## config.mk

```make
export PLATFORM = sky130hd
export DESIGN_NAME = crlc_ctrl
export DESIGN_NICKNAME = d
export VERILOG_FILES = /design/src/rtl/core/crlc_pkg.sv /design/src/rtl/core/crlc_ctrl.sv
export SDC_FILE = /design/constraint.sdc
export NUM_CORES = 1
export LEC_CHECK = 0
export ABC_CLOCK_PERIOD_IN_PS = 1300
export BUFFER_PORTS_ARGS = -buffer_cell sky130_fd_sc_hd__buf_2
export CORE_AREA = 3 3 40 42
export CTS_CLUSTER_DIAMETER = 150
export CTS_CLUSTER_SIZE = 28
export DETAILED_ROUTE_END_ITERATION = 12
export DIE_AREA = 0 0 43 45
export SYNTH_ARGS = -nofsm -noshare
export SYNTH_HDL_FRONTEND = slang
export SYNTH_SLANG_ARGS = --single-unit
```

## constraint.sdc

```tcl
create_clock -name clk -period 1.3 [get_ports clk]
set_input_delay 0.065 -clock clk [delete_from_list [all_inputs] [get_ports clk]]
set_output_delay 0.065 -clock clk [all_outputs]
set_load 0.1 [all_outputs]
```

## src/rtl/core/crlc_pkg.sv

```systemverilog
// ----------------------------------------------------------------------------
// crlc_pkg
// Shared types and constants of the color range lookup classifier.
// ----------------------------------------------------------------------------
`default_nettype none

package crlc_pkg;

  localparam int CMD_W     = 2;
  localparam int CHAN_W    = 8;
  localparam int RADIUS_W  = 9;
  localparam int CFG_IDX_W = 2;

  typedef enum logic [CMD_W-1:0] {
    CMD_CLEAR    = 2'd0,
    CMD_ADD      = 2'd1,
    CMD_CLASSIFY = 2'd2
  } cmd_t;

  typedef enum logic [CFG_IDX_W-1:0] {
    REG_RADIUS_FIRST  = 2'd0,
    REG_RADIUS_SECOND = 2'd1,
    REG_RADIUS_THIRD  = 2'd2
  } reg_idx_t;

  localparam logic signed [RADIUS_W-1:0] RADIUS_FIRST_RST  = -9'sd3;
  localparam logic signed [RADIUS_W-1:0] RADIUS_SECOND_RST = 9'sd5;
  localparam logic signed [RADIUS_W-1:0] RADIUS_THIRD_RST  = 9'sd5;

  typedef enum logic [1:0] {
    ST_IDLE = 2'b01,
    ST_MARK = 2'b10
  } state_t;

  typedef struct packed {
    logic clear;
    logic load;
    logic step;
    logic classify;
  } ctrl_t;

  typedef struct packed {
    logic last;
  } stat_t;

endpackage

`default_nettype wire

```

## src/rtl/core/crlc_ctrl.sv

```systemverilog
// ----------------------------------------------------------------------------
// crlc_ctrl
// Command decode, mark sequencing and result register control.
// ----------------------------------------------------------------------------
`default_nettype none

module crlc_ctrl import crlc_pkg::*; (
  input  wire logic             clk,
  input  wire logic             rst_n,
  input  wire logic             in_valid,
  input  wire logic [CMD_W-1:0] in_cmd,
  output logic                  in_ready,
  output logic                  out_valid,
  input  wire logic             out_ready,
  input  wire stat_t            stat,
  output ctrl_t                 ctrl
);

  state_t state_r, state_nxt;
  logic   out_valid_r, out_valid_nxt;
  logic   accept;

  always_comb begin
    state_nxt = state_r;
    ctrl      = '0;
    in_ready  = (state_r == ST_IDLE) && (!out_valid_r || out_ready);
    accept    = in_valid && in_ready;
    case (state_r)
      ST_IDLE: begin
        if (accept) begin
          if (in_cmd == CMD_CLEAR) begin
            ctrl.clear = 1'b1;
            state_nxt  = ST_MARK;
          end else if (in_cmd == CMD_ADD) begin
            ctrl.load = 1'b1;
            state_nxt = ST_MARK;
          end else if (in_cmd == CMD_CLASSIFY) begin
            ctrl.classify = 1'b1;
          end
        end
      end
      ST_MARK: begin
        ctrl.step = 1'b1;
        if (stat.last) begin
          state_nxt = ST_IDLE;
        end
      end
      default: state_nxt = ST_IDLE;
    endcase
    if (ctrl.classify) begin
      out_valid_nxt = 1'b1;
    end else if (out_ready) begin
      out_valid_nxt = 1'b0;
    end else begin
      out_valid_nxt = out_valid_r;
    end
  end

  // reset enters the walk so the tables are wiped before the first command
  always_ff @(posedge clk) begin
    if (!rst_n) begin
      state_r     <= ST_MARK;
      out_valid_r <= 1'b0;
    end else begin
      state_r     <= state_nxt;
      out_valid_r <= out_valid_nxt;
    end
  end

  assign out_valid = out_valid_r;

endmodule

`default_nettype wire

```

# After elaboration in Yosys (flattened, before gate mapping)
# Index checks and enable logic that the tools add are counted.
# word_totals
reg_bits	3
input_bits	7
elab_cells	34
# classes
n_eq_ne	7
reduce_logical	7
muxes	18
# ops
cell	count
$mux W2	6
$mux W1	11
$eq A2 B1 Y1 const B	2
$eq A2 B2 Y1 const B	2
$ne A2 B2 Y1 const B	2
$pmux W2 S2	1
$ne A3 B1 Y1 const B	1
$reduce_and A3 Y1	1
$logic_and A1 B1 Y1	2
$logic_not A2 Y1	1
$reduce_bool A2 Y1	1
$logic_not A1 Y1	1
$logic_or A1 B1 Y1	1

# Depth between registers and ports, before layout
# logic_depth
depth_word	7
ltp_mapped	3

# Worst setup path before layout
# No wires, ideal clock.
# synth_timing
path_kind	register to output
from	reg out_valid_r, in the netlist out_valid
to	out in_ready
arrival_ns	3.115
path_stages_with_launch	3
path_slack_ns	-1.880
path_buffers	0
required_ns	1.235
cell_sequence	dfxtp_1 -> nor2b_4 -> nor3b_1
# synth_between
elab_chain_len	3
# synth_rtl
element	line_no	rtl
from (decl)	crlc_ctrl.sv:20	logic out_valid_r, out_valid_nxt;
from (signal assigned)	crlc_ctrl.sv:66	out_valid_r <= out_valid_nxt;
$logic_not A1 Y1	crlc_ctrl.sv:26	in_ready = (state_r == ST_IDLE) && (!out_valid_r || out_ready);
$logic_or A1 B1 Y1	crlc_ctrl.sv:26	
$logic_and A1 B1 Y1	crlc_ctrl.sv:26	
to (decl)	crlc_ctrl.sv:12	output logic in_ready,
# No other way between the ends.

==> metrics.json <==
{
  "clock_tree": {
    "clock_latency_ps": 240,
    "cts_inserted_buffers": 3,
    "clkSinkCount": 3,
    "htree_levels": 1,
    "cts.hold.buffers_added": 0,
    "clkTransAtPathRegs_ps": 40,
    "tritoncts_clock_tree": "done",
    "clock_path_buffers": 2,
    "cts_root_buf": "sky130_fd_sc_hd__clkbuf_4"
  },
  "floorplan": {
    "core.rowCount": 13,
    "fp.dieW_um": 43,
    "dieArea_mm2": 0.00194,
    "core_area_mm2": 0.00128,
    "initial_core_utilization": 0.138,
    "die_h_um": 45,
    "top_level_ports": 13
  },
  "drt": {
    "drc": 0,
    "totalWireLength_um": 579,
    "detail_route.vias_per_cell": 3.89,
    "avgRoutedWirePerCell_um": 10.3,
    "vias": 218,
    "drt.antenna.violating_nets": 0,
    "drt_iter0_drc": 2,
    "drt_pre_antenna_iters": 2
  },
  "timing": {
    "setup_viol": 7,
    "final.hold.worst_slack_ps": 68.1,
    "min_period_over_period": 1.22,
    "rsz_0062_raised_after_global_routing": "yes",
    "slew_violations": 0,
    "final.min_clock_period_ps": 1590,
    "worst_slack_ps": -287,
    "worstMarginPinSlew_ps": 485,
    "maxSlewHeadroom": 0.679,
    "final.setup_skew_ps": 7.68,
    "timing_hold_violations_final": 0,
    "fmaxAchievable_ghz": 0.630
  },
  "critical_path": {
    "required_ps": 1240,
    "reg2reg_from": "out_valid",
    "reg2reg_depth": 5,
    "max_fanout_on_critical_path": 3,
    "worst_ep_arrival_time_ps": 1520,
    "critPathCaptureType": "output pin",
    "rr_endpoint": "state_r[0]",
    "worst_setup_path_type": "flip-flop to output pin",
    "cp-startpoint": "out_valid",
    "r2r_setup_slack_ps": -160,
    "crit_path_start_kind": "flip-flop"
  },
  "synth": {
    "synth_area_um2": 178,
    "synth_warnings": 0,
    "yosys_register_bits": 3,
    "net_count_after_synthesis": 25,
    "synth_cell_type_count": 13,
    "postSynthAreaPerCell_um2": 9.87,
    "yosys.area.top_type_share": 0.338,
    "netlist.top_cell.by_area": "sky130_fd_sc_hd__dfxtp_1",
    "synth_cells": 18,
    "proportion_of_synthesized_chip_area_in_sequential_cells": 0.338,
    "cells_taking_the_most_area_after_synthesis": "sky130_fd_sc_hd__dfxtp_1 (34%), sky130_fd_sc_hd__nor4b_2 (8.5%), sky130_fd_sc_hd__nor2b_4 (7.7%)"
  },
  "pwr": {
    "power.density_mw_per_mm2": 875,
    "power.leakage_nw": 0.206,
    "peak_vdd_ir_uv": 407
  },
  "grt": {
    "grtUsageTotal": 0.0691,
    "grt_remaining_overflow": 0,
    "initial_antenna_violation_count": 0,
    "vias_in_the_first_global_route": 240,
    "grt_max_degree": 5,
    "wire_length_of_the_first_global_routing_pass_um": 917
  },
  "min_path": {
    "min_delay_worst_endpoint": "state_r[1]",
    "hold-path-cell-count": 2,
    "worst_hold_startpoint": "rst_n",
    "holdCritPathClass": "input port to flip-flop"
  },
  "placement": {
    "port_buffers": 12,
    "place_inst": 47,
    "dp_hpwl_um": 401,
    "dpl_cell_area_um2": 377,
    "gpl.final_weighted_congestion": 0.767
  },
  "layout": {
    "fin_nets": 49,
    "antenna-diode-count": 0,
    "post_route_cells_drive_above_1_share": 0.732,
    "post-route-cell-area_um2": 460,
    "fillCellCount": 133,
    "fin_util": 0.358,
    "post_layout_nonfiller_instances": 56,
    "area_delta_synth_final_pct": 159
  },
  "flow_run": {
    "drv_cap": 0
  },
  "status": {
    "violations_in_the_final_reports": "negative setup slack",
    "run_status": "complete, but fails checks"
  }
}
## per-layer routing
metal,part of all wire,GRT usage,up-vias
met2,0.46,0.117,13
met1,0.41,0.0601,97
li1,-,-,108
met3,0.13,0.0637,0
met4,0,0.0181,0
met5,0,0,-
## timing repair
item | 4_1_cts | 5_1_grt
setup endpoints to repair | 4 | 7
resized for setup | 3 | 2
buffers inserted | 4 | 2
pin swaps | 3 | 2
## logic make-up (layout without fill, tap and decap cells)
kind of cell / after synthesis / in the layout / share of synthesized area
flops: 3 / 3 / 0.338
compound gates: 3 / 3 / 0.141
simple gates: 9 / 9 / 0.437
buf+inv: 3 / 26 / 0.0845
## state kept, by name (all words and copies together) (netlist names)
name and cells:
state_r 2, out_valid 1
## synthesized netlist by cell type
cell type,number
sky130_fd_sc_hd__buf_4,1
sky130_fd_sc_hd__dfxtp_1,3
sky130_fd_sc_hd__inv_1,2
sky130_fd_sc_hd__nand2b_1,2
sky130_fd_sc_hd__nand3b_1,1
sky130_fd_sc_hd__nor2_1,2
sky130_fd_sc_hd__nor2b_4,1
sky130_fd_sc_hd__nor3b_1,1
sky130_fd_sc_hd__nor4b_2,1
sky130_fd_sc_hd__o211a_1,1
sky130_fd_sc_hd__o211ai_1,1
sky130_fd_sc_hd__o21a_1,1
sky130_fd_sc_hd__or4b_4,1
## critical path: stages (launching register included)
cell                      delay, ps
sky130_fd_sc_hd__dfxtp_4        330
sky130_fd_sc_hd__nor2b_4        120
sky130_fd_sc_hd__or4b_4         520
sky130_fd_sc_hd__nor2_4         130
sky130_fd_sc_hd__buf_12         180
## placed cells by master (no fill, tap or decap), drive strengths merged
cell    instances
nor3b           1
or4b            1
buf            20
o211a           1
dfxtp           3
o211ai          1
nor2b           1
o21a            1
inv             2
nor2            2
nand3b          1
nand2b          2
nor4b           1
clkbuf          4
## worst max-delay path by stage
stage / endpoint
final: ctrl[3]
after global routing: ctrl[3]
after CTS: ctrl[3]
after detailed placement: ctrl[2]
after global placement: ctrl[2]
after floorplan: ctrl[2]
## cell type report
class | instances | area [um^2] | share of cell area
Multi-Input combinational cell | 12 | 138 | 0.299
Tap cell | 15 | 18.8 | 0.0408
Sequential cell | 3 | 63.8 | 0.139
Timing Repair Buffer | 20 | 206 | 0.448
Inverter | 2 | 7.51 | 0.0163
Clock buffer | 4 | 26.3 | 0.0571
## power by group
part | switching, mW | internal (mW) | total (mW)
registers | 0.00475 | 0.0966 | 0.101
logic | 0.0803 | 0.0552 | 0.135
clock network | 0.0510 | 0.115 | 0.166
## through the flow
stage	worst slack (ps)	total power, mW	TNS (ps)
6_report	-287	0.403	-1120
5_1_grt	-332	0.432	-1480
4_1_cts	-298	0.408	-1190
3_5_place_dp	-59.9	0.230	-102
3_3_place_gp	-61.3	0.230	-98.9
2_1_floorplan	-420	0.179	-1140
(Power assumes the default switching activity.)
