<file path="src/rtl/core/crlc_pkg.sv">
// ----------------------------------------------------------------------------
// crlc_pkg
// Shared types and constants of the color range lookup classifier.
// ----------------------------------------------------------------------------
`default_nettype none

package crlc_pkg;

  localparam int CMD_W     = 2;
  localparam int CHAN_W    = 8;
  localparam int RADIUS_W  = 9;
  localparam int CFG_IDX_W = 2;

  typedef enum logic [CMD_W-1:0] {
    CMD_CLEAR    = 2'd0,
    CMD_ADD      = 2'd1,
    CMD_CLASSIFY = 2'd2
  } cmd_t;

  typedef enum logic [CFG_IDX_W-1:0] {
    REG_RADIUS_FIRST  = 2'd0,
    REG_RADIUS_SECOND = 2'd1,
    REG_RADIUS_THIRD  = 2'd2
  } reg_idx_t;

  localparam logic signed [RADIUS_W-1:0] RADIUS_FIRST_RST  = -9'sd3;
  localparam logic signed [RADIUS_W-1:0] RADIUS_SECOND_RST = 9'sd5;
  localparam logic signed [RADIUS_W-1:0] RADIUS_THIRD_RST  = 9'sd5;

  typedef enum logic [1:0] {
    ST_IDLE = 2'b01,
    ST_MARK = 2'b10
  } state_t;

  typedef struct packed {
    logic clear;
    logic load;
    logic step;
    logic classify;
  } ctrl_t;

  typedef struct packed {
    logic last;
  } stat_t;

endpackage

`default_nettype wire

</file>
<file path="src/rtl/core/crlc_range.sv">
// ----------------------------------------------------------------------------
// crlc_range
// Table index, marking start and marking count for one channel.
// ----------------------------------------------------------------------------
`default_nettype none

module crlc_range import crlc_pkg::*; #(
  parameter int IW = 8
) (
  input  wire logic [CHAN_W-1:0]          chan,
  input  wire logic signed [RADIUS_W-1:0] radius,
  output logic [IW-1:0]                   idx,
  output logic [IW-1:0]                   start,
  output logic [IW:0]                     count
);

  localparam int SW = ((IW > RADIUS_W) ? IW : RADIUS_W) + 3;
  localparam int TW = 1 << IW;
  localparam logic signed [SW-1:0] TOP  = SW'(TW - 1);
  localparam logic signed [SW-1:0] FULL = SW'(TW);

  logic [SW-1:0]        chan_w;
  logic signed [SW-1:0] c_s;
  logic signed [SW-1:0] r_s;
  logic signed [SW-1:0] lo;
  logic signed [SW-1:0] hi;
  logic signed [SW-1:0] mag;
  logic signed [SW-1:0] span;
  logic signed [SW-1:0] st;
  logic signed [SW-1:0] cnt;

  always_comb begin
    chan_w = SW'(chan);
    idx    = chan_w[IW-1:0];
    c_s    = signed'(SW'(idx));
    r_s    = SW'(radius);
    lo     = c_s - r_s;
    hi     = c_s + r_s;
    mag    = -r_s;
    span   = (mag <<< 1) + SW'(1);
    st     = '0;
    cnt    = FULL;
    if (r_s >= 0) begin
      if (lo < 0) begin
        lo = '0;
      end
      if (hi > TOP) begin
        hi = TOP;
      end
      st  = lo;
      cnt = hi - lo + SW'(1);
    end else if (span < FULL) begin
      st  = c_s - mag;
      cnt = span;
    end
    start = st[IW-1:0];
    count = cnt[IW:0];
  end

endmodule

`default_nettype wire

</file>
<file path="src/rtl/core/crlc_datapath.sv">
// ----------------------------------------------------------------------------
// crlc_datapath
// Radius registers, membership tables, mark and clear sequencer, result.
// ----------------------------------------------------------------------------
`default_nettype none

module crlc_datapath import crlc_pkg::*; #(
  parameter int IW = 8
) (
  input  wire logic                 clk,
  input  wire logic                 rst_n,
  input  wire logic                 cfg_we,
  input  wire logic [CFG_IDX_W-1:0] cfg_idx,
  input  wire logic [RADIUS_W-1:0]  cfg_wdata,
  input  wire logic [CHAN_W-1:0]    chan_a,
  input  wire logic [CHAN_W-1:0]    chan_b,
  input  wire logic [CHAN_W-1:0]    chan_c,
  input  wire ctrl_t                ctrl,
  output stat_t                     stat,
  output logic                      matched
);

  localparam int TW = 1 << IW;
  localparam logic [IW:0] FULL_CNT = {1'b1, {IW{1'b0}}};

  logic signed [RADIUS_W-1:0] rad_a_r, rad_b_r, rad_c_r;
  logic          tbl_a_r [TW];
  logic          tbl_b_r [TW];
  logic          tbl_c_r [TW];
  logic [IW-1:0] idx_a, idx_b, idx_c;
  logic [IW-1:0] st_a, st_b, st_c;
  logic [IW:0]   cn_a, cn_b, cn_c;
  logic [IW-1:0] st_a_r, st_b_r, st_c_r;
  logic [IW:0]   cn_a_r, cn_b_r, cn_c_r;
  logic [IW:0]   max_ab, max_nxt, max_r;
  logic [IW:0]   k_r, k_inc;
  logic [IW-1:0] wa, wb, wc;
  logic          fill_r;
  logic          matched_r;

  crlc_range #(.IW(IW)) u_rng_a (
    .chan(chan_a), .radius(rad_a_r), .idx(idx_a), .start(st_a), .count(cn_a)
  );
  crlc_range #(.IW(IW)) u_rng_b (
    .chan(chan_b), .radius(rad_b_r), .idx(idx_b), .start(st_b), .count(cn_b)
  );
  crlc_range #(.IW(IW)) u_rng_c (
    .chan(chan_c), .radius(rad_c_r), .idx(idx_c), .start(st_c), .count(cn_c)
  );

  always_ff @(posedge clk) begin
    if (!rst_n) begin
      rad_a_r <= RADIUS_FIRST_RST;
      rad_b_r <= RADIUS_SECOND_RST;
      rad_c_r <= RADIUS_THIRD_RST;
    end else if (cfg_we) begin
      case (cfg_idx)
        REG_RADIUS_FIRST:  rad_a_r <= cfg_wdata;
        REG_RADIUS_SECOND: rad_b_r <= cfg_wdata;
        REG_RADIUS_THIRD:  rad_c_r <= cfg_wdata;
        default: ;
      endcase
    end
  end

  always_comb begin
    max_ab  = (cn_a > cn_b) ? cn_a : cn_b;
    max_nxt = (cn_c > max_ab) ? cn_c : max_ab;
    k_inc   = k_r + 1'b1;
    wa      = st_a_r + k_r[IW-1:0];
    wb      = st_b_r + k_r[IW-1:0];
    wc      = st_c_r + k_r[IW-1:0];
    stat.last = (k_inc == max_r);
  end

  // clear walks every entry writing zero; add walks its spans writing one
  always_ff @(posedge clk) begin
    if (!rst_n || ctrl.clear) begin
      st_a_r <= '0;
      st_b_r <= '0;
      st_c_r <= '0;
      cn_a_r <= FULL_CNT;
      cn_b_r <= FULL_CNT;
      cn_c_r <= FULL_CNT;
      max_r  <= FULL_CNT;
      k_r    <= '0;
      fill_r <= 1'b0;
    end else if (ctrl.load) begin
      st_a_r <= st_a;
      st_b_r <= st_b;
      st_c_r <= st_c;
      cn_a_r <= cn_a;
      cn_b_r <= cn_b;
      cn_c_r <= cn_c;
      max_r  <= max_nxt;
      k_r    <= '0;
      fill_r <= 1'b1;
    end else if (ctrl.step) begin
      k_r <= k_inc;
    end
  end

  always_ff @(posedge clk) begin
    if (ctrl.step) begin
      if (k_r < cn_a_r) begin
        tbl_a_r[wa] <= fill_r;
      end
      if (k_r < cn_b_r) begin
        tbl_b_r[wb] <= fill_r;
      end
      if (k_r < cn_c_r) begin
        tbl_c_r[wc] <= fill_r;
      end
    end
    if (ctrl.classify) begin
      matched_r <= tbl_a_r[idx_a] & tbl_b_r[idx_b] & tbl_c_r[idx_c];
    end
  end

  assign matched = matched_r;

endmodule

`default_nettype wire

</file>
<file path="config.mk">
export PLATFORM = sky130hd
export DESIGN_NAME = crlc_datapath
export DESIGN_NICKNAME = d
export VERILOG_FILES = /design/src/rtl/core/crlc_pkg.sv /design/src/rtl/core/crlc_range.sv /design/src/rtl/core/crlc_datapath.sv
export SDC_FILE = /design/constraint.sdc
export NUM_CORES = 2
export LEC_CHECK = 0
export BUFFER_PORTS_ARGS = -buffer_cell sky130_fd_sc_hd__buf_4
export CORE_MARGIN = 5
export CORE_UTILIZATION = 64
export DETAILED_ROUTE_END_ITERATION = 12
export PLACE_DENSITY = 0.77
export SYNTH_ARGS = -nofsm -noshare
export SYNTH_HDL_FRONTEND = slang
export SYNTH_SLANG_ARGS = --single-unit
</file>
<file path="constraint.sdc">
create_clock -name clk -period 14.95 [get_ports clk]
set_clock_uncertainty 0.15 [all_clocks]
set_input_delay 2.2425 -clock clk [delete_from_list [all_inputs] [get_ports clk]]
set_output_delay 2.2425 -clock clk [all_outputs]
set_load 0.01 [all_outputs]
</file>
# ---- Word level (Yosys, flattened, before mapping)
# Memory sizes are Yosys's and may differ from the RTL's.
# Cells that the tools add are included.
# W data, S select, Z words.
dict set report op_classes {
  addsub 25
  magnitude_cmp 17
  n_eq_ne 3
  n_mux 35
  bitwise 2
  n_reduce_logical 7
}
# operator n
set ops {}
lappend ops {{$mux W9} 20}
lappend ops {{$mux W8} 6}
lappend ops {{$add A12 B2 Y12 const B} 3}
lappend ops {{$lt A12 B10 Y1 const B} 3}
lappend ops {{$neg A9 Y11} 3}
lappend ops {{$add A9 B9 Y10} 3}
lappend ops {{$gt A10 B9 Y1 const B} 3}
lappend ops {{$lt A10 B1 Y1 const B} 3}
lappend ops {{$sub A9 B9 Y10} 3}
lappend ops {{$add A9 B2 Y9 const B} 3}
lappend ops {{$ge A9 B1 Y1 const B} 3}
lappend ops {{$lt A9 B9 Y1} 3}
lappend ops {{$sub A9 B9 Y9} 3}
lappend ops {{$add A8 B8 Y8} 3}
lappend ops {{$sub A8 B8 Y8} 3}
lappend ops {{$gt A9 B9 Y1} 2}
lappend ops {{$add A9 B1 Y9 const B} 1}
lappend ops {{$eq A9 B9 Y1} 1}
lappend ops {{$mux W1} 9}
lappend ops {{$reduce_and A2 Y1} 3}
lappend ops {{$and A1 B1 Y1} 2}
lappend ops {{$eq A2 B1 Y1 const B} 1}
lappend ops {{$eq A2 B2 Y1 const B} 1}
lappend ops {{$logic_not A2 Y1} 1}
lappend ops {{other kinds (3)} 3}
dict set report totals {
  register_bits 98
  mem_bits_rw 768
  input_bits 42
  out_inout_bits 2
  memories 3
}
# name words width read_ports rd_clocked_by_memory_dff wr line_no
set mem_list {}
lappend mem_list {tbl_a_r 256 1 1 0 1 crlc_datapath.sv:27} ;# logic tbl_a_r [TW];
lappend mem_list {tbl_b_r 256 1 1 0 1 crlc_datapath.sv:28} ;# logic tbl_b_r [TW];
lappend mem_list {tbl_c_r 256 1 1 0 1 crlc_datapath.sv:29} ;# logic tbl_c_r [TW];

# ---- Logic depth before layout (Yosys ltp)
dict set report logic_depth {
  word_depth 11
  depth_mapped 40
  depth_no_buf 38
}

# ---- Hierarchy
# A second synthesis with hierarchy kept.
dict set report hier_totals {
  cells_unflattened 3926
  area_unflattened_um2 46495.8
}
# module n_inst cells_per_inst area_each_um2
set modules_own_cells {}
lappend modules_own_cells {crlc_datapath 1 3170 41053.1}
lappend modules_own_cells {crlc_range 3 252 1814.2}

# ---- Worst setup path after synthesis
# OpenSTA, ideal clock, no wires.
dict set report synth_path {
  path_type {reg2reg}
  startpoint {reg fill_r}
  endpoint {mem tbl_a_r[0], data pin}
  setup_time_ps 2162
  arrival_time_ps 9631
  required_time_ps 12638
  setup_slack_ps 3006
  stages_incl_launch_ff 1
  path_buffers 0
  path_cell_list {dfxtp_1}
}
# item line_no
set synth_lines {}
lappend synth_lines {{from (decl)} crlc_datapath.sv:38} ;# logic fill_r;
lappend synth_lines {{from (signal assigned)} crlc_datapath.sv:87} ;# fill_r <= 1'b0;
lappend synth_lines {{from (signal assigned)} crlc_datapath.sv:97} ;# fill_r <= 1'b1;
lappend synth_lines {{to (decl)} crlc_datapath.sv:27}
# No word-level cell before the write port.

# ---- Worst setup path in the final report
dict set report layout_path {
  startpoint {in chan_b[1]}
  endpoint {reg max_r[0]}
}
dict set report layout_via {
  elab_chain_cells 11
  elab_cells_between_ends 15
}
# item line_no
set layout_rtl {}
lappend layout_rtl {{from (decl)} crlc_datapath.sv:16} ;# input wire logic [CHAN_W-1:0] chan_b,
lappend layout_rtl {{$add A9 B9 Y10 or $sub A9 B9 Y10 (tied branches)} {crlc_range.sv:38, crlc_range.sv:37}}
lappend layout_rtl {{$gt A10 B9 Y1 or $lt A10 B1 Y1 (tied branches)} {crlc_range.sv:47, crlc_range.sv:44}}
lappend layout_rtl {{$mux W9 (on tied branches)} {crlc_range.sv:47, crlc_range.sv:44}}
lappend layout_rtl {{$mux W9} crlc_range.sv:43} ;# if (r_s >= 0) begin
lappend layout_rtl {{$sub A9 B9 Y9 *} crlc_range.sv:51} ;# cnt = hi - lo + SW'(1);
lappend layout_rtl {{$add A9 B2 Y9 *} crlc_range.sv:51}
lappend layout_rtl {{$mux W9 *} crlc_range.sv:43}
lappend layout_rtl {{$gt A9 B9 Y1} crlc_datapath.sv:67} ;# max_ab = (cn_a > cn_b) ? cn_a : cn_b;
lappend layout_rtl {{$mux W9 *} crlc_datapath.sv:67}
lappend layout_rtl {{$gt A9 B9 Y1} crlc_datapath.sv:68} ;# max_nxt = (cn_c > max_ab) ? cn_c : max_ab;
lappend layout_rtl {{$mux W9 *} crlc_datapath.sv:68}
lappend layout_rtl {{to (signal assigned)} crlc_datapath.sv:95} ;# max_r <= max_nxt;
lappend layout_rtl {{to (decl)} crlc_datapath.sv:35} ;# logic [IW:0] max_ab, max_nxt, max_r;
# Mark *: on every way between the ends. The rest lies on a longest branch, timed or not. The select of a mux whose other input is x is not followed.
# A chain may end at the register's enable or synchronous reset.

==> key figures <==
Setup path
  – Worst endpoint required time: between 15 and 20 ns
  – Largest incremental delay on the critical path: ~0.78 ns
  – Arrival time reported for the critical path endpoint: approximately 11 ns
  – Most common cell type on the critical path: sky130_fd_sc_hd__ha_1
  – Kind of launch point of the worst setup path: input port
  – CP endpoint kind: register
  – Class of the most critical setup path: input port to register
  – Critical-path cell with the highest stage delay: sky130_fd_sc_hd__buf_4
  – Critical Path Fanout Max: 70

Power
  – Leak Pwr: between 15 and 20 nW
  – Worst voltage drop across the vdd grid: approximately 0.1 mV
  – Total Power: about 0.0060 W
  – Ratio of total power to cell area: around 120 mW/mm^2

Route
  – Via total after detailed routing: 30000
  – Number of violations reported at the end of detailed-routing iteration 0: around 3100
  – Top routing layer in use: met5
  – Routed vias/inst: between 6 and 7
  – Detailed-routing wirelength on met1: roughly 43000 um
  – Total routed wirelength: 110000 um
  – Routed met3 length: around 8000 um
  – First-pass iteration count of the detailed router: 5
  – Count of nets left with antenna violations after detail routing: 0
  – Count of unresolved DRC violations after routing: 0
  – Routed length on met2: about 55000 um
  – Routed wirelength normalized by instance count: roughly 25 um

Floorplan
  – Die Width: 276 um
  – Rows: 97
  – Starting density of the core: 64.5%
  – Core Footprint: around 0.070 sq mm
  – Area of the die: 0.0760 sq mm
  – Die height: 276 um
  – Total I/O pin count: 44

Hold path
  – Worst min-delay path class: register to register

STA
  – Min Tclk post-route: 10.24 ns
  – Endpoints failing setup: 0
  – Final hold violation count: 0
  – Post-route setup TNS: 0 ns
  – Actual slew at the worst max-slew pin: approximately 1.3 ns
  – Final Slew Violations: 0
  – Unrepaired setup endpoints after global routing: false
  – Maximum clock frequency: between 90 and 100 MHz
  – Worst Hold Margin: 0.329 ns
  – Final worst path period share: about two thirds
  – Worst Setup Slack, final: about 4.7 ns
  – Slew Limit Headroom: 13.6%

Layout
  – Layout Nets: 3666
  – Area of all placed cells without fillers: roughly 0.05 sq mm
  – Fraction of layout cells with a size suffix above 1: 14.3%
  – P&R area growth vs syn: 7.85%
  – Count of antenna diodes in the layout: 0

Global route
  – Number of antenna violations at the first check in global routing: 1
  – First-pass GRT wire length: around 170000 um
  – Vias in the first global route: 30100
  – Total congestion overflow: 0
  – Overall fraction of global-route tracks in use: 28.9%
  – Largest net degree at the start of global routing: between 300 and 400

Yosys
  – Net Count, Synth: 3797
  – Dominant cell by count in the synthesized netlist: sky130_fd_sc_hd__nor3_1
  – Top FF cell, synth: sky130_fd_sc_hd__edfxtp_1
  – Avg Synthesized Cell Area: ~13 sq um
  – Top area cells in the synthesized netlist: sky130_fd_sc_hd__edfxtp_1 (51%), sky130_fd_sc_hd__mux4_2 (12%), sky130_fd_sc_hd__nor3_1 (8.7%)
  – Number of instances in the synthesized netlist: approximately 3600
  – Total of warnings raised by yosys: 0
  – Number of enable-type register cells in the synthesized netlist: just under 800
  – Number of distinct library cells after synthesis: 75
  – Share of the synthesized area in the top cell type: roughly half
  – Post-synth top area cell: sky130_fd_sc_hd__edfxtp_1
  – Number of flip-flops and latches in the synthesized netlist: just under 900
  – Proportion of synthesized chip area in sequential cells: 55.4%
  – Cell area after synthesis: about 0.045 sq mm
  – Top post-synthesis cells by count: sky130_fd_sc_hd__nor3_1 (786), sky130_fd_sc_hd__edfxtp_1 (769), sky130_fd_sc_hd__clkbuf_1 (255)
  – Ys async rst share: 0%

CTS
  – Maximum buffer depth of the clock tree: 3
  – CTS tree: yes
  – CTS root buf: sky130_fd_sc_hd__clkbuf_16
  – Sink Count: approximately 870
  – Post-CTS Repair Setup Buffers: 0
  – Clock-pin transition on the worst setup and hold timing paths: approximately 0.06 ns
  – Max H-tree Level: 3
  – Clock network latency to the later pin of the worst-skew pair: between 0.6 and 0.7 ns
  – Num CTS Buffers: just under 90
  – Count of instances resized after the clock tree is built: 0
  – Total of hold buffers inserted after clock tree synthesis: 0

Outcome
  – Result of the run: finished, final reports clean

Placed design
  – Cell Area, Placed: between 0.04 and 0.05 sq mm
  – Half-perimeter wire length of the detailed placement result: roughly 65000 um
  – IO buf count: 43
  – Routability Congestion: about 0.95
  – Pre-CTS setup slack: about 4.2 ns

Flow run
  – MaxCap Viol Count: 0
critical path, delay by kind of cell:
kind	cells	cell delay, ns
adders and majority gates	5	1.34
and+or+nand+nor	9	1.88
AOI/OAI and AO/OA	15	3.47
muxes	1	0.35
buffers and inverters	2	0.85
xor gates and xnor gates	2	0.46
power by group:
part           internal [W]  switching, W
combinational      0.000423      0.000692
clock               0.00124      0.000953
sequential          0.00266     0.0000292
total               0.00432       0.00167
final timing paths:
path / startpoint / cells past startpoint / slack [ns] / endpoint
hold / removal: cn_c_r[2]$_SDFFE_PP0P_ / 2 / 0.33 / cn_c_r[2]$_SDFFE_PP0P_
hold reg to reg: cn_c_r[2]$_SDFFE_PP0P_ / 2 / 0.33 / cn_c_r[2]$_SDFFE_PP0P_
setup reg to reg: rad_b_r[1]$_SDFFE_PN0P_ / 34 / 6.53 / max_r[0]$_SDFFE_PP0P_
setup / recovery: chan_b[1] / 34 / 4.71 / max_r[0]$_SDFFE_PP0P_
per-stage QoR:
stage,std cells,utilization (%)
3_3_place_gp,4278,65.4
4_1_cts,4443,69.6
2_1_floorplan,3560,-
5_1_grt,4443,69.6
3_5_place_dp,4278,65.4
6_report,4443,69.6
layer usage:
layer  vias up  GRT usage [%]
met4         2           8.89
met5         -              0
li1      13400              -
met3       222           4.09
met2      1346           49.0
met1     15100           39.6
state kept, by name, indices dropped and copies added (netlist names):
register and flops:
cn_a_r 9, cn_b_r 9, cn_c_r 9, fill_r 1, k_r 9, matched 1, max_r 9, rad_a_r 9
rad_b_r 9, rad_c_r 9, st_a_r 8, st_b_r 8, st_c_r 8, tbl_a_r 256, tbl_b_r 256, tbl_c_r 256
cells by family (layout without fill, tap and decap cells):
kind of cell             count (synthesis)  count (layout)  share of synthesized area (%)
AND/OR/NAND/NOR                       1238            1238                           13.4
XOR/XNOR                               140             140                           2.71
adder cells (fa/ha/maj)                195             195                           5.65
AO/OA/AOI/OAI                          403             403                           5.97
buffers and inverters                  437             380                           3.75
flip-flops                             866             866                           55.4
multiplexers                           281             281                           13.1
cell usage in the layout (no fill, tap or decap), types with 57 or more instances in the layout:
cell	synthesis	final
sky130_fd_sc_hd__o21ai_0	57	57
sky130_fd_sc_hd__mux4_2	246	246
sky130_fd_sc_hd__clkbuf_16	0	91
sky130_fd_sc_hd__buf_4	1	79
sky130_fd_sc_hd__dfxtp_1	97	96
sky130_fd_sc_hd__a21oi_1	102	102
sky130_fd_sc_hd__xnor2_1	92	92
sky130_fd_sc_hd__nand2_1	160	155
sky130_fd_sc_hd__inv_1	135	135
sky130_fd_sc_hd__ha_1	180	180
sky130_fd_sc_hd__nor3_1	786	786
sky130_fd_sc_hd__edfxtp_1	769	769
sky130_fd_sc_hd__nor2_1	138	138
cell type report:
| class | count | area [sq um] |
|---|---|---|
| fillers | 4766 | 21300 |
| well taps | 940 | 1180 |
| multi-input cells | 2257 | 18500 |
| repair buffers | 80 | 613 |
| flip-flops and latches | 866 | 25000 |
| clock inverters | 60 | 557 |
| clock buffers | 105 | 2330 |
| inverters | 135 | 507 |
Note: power is estimated with default switching activity, not from simulation.
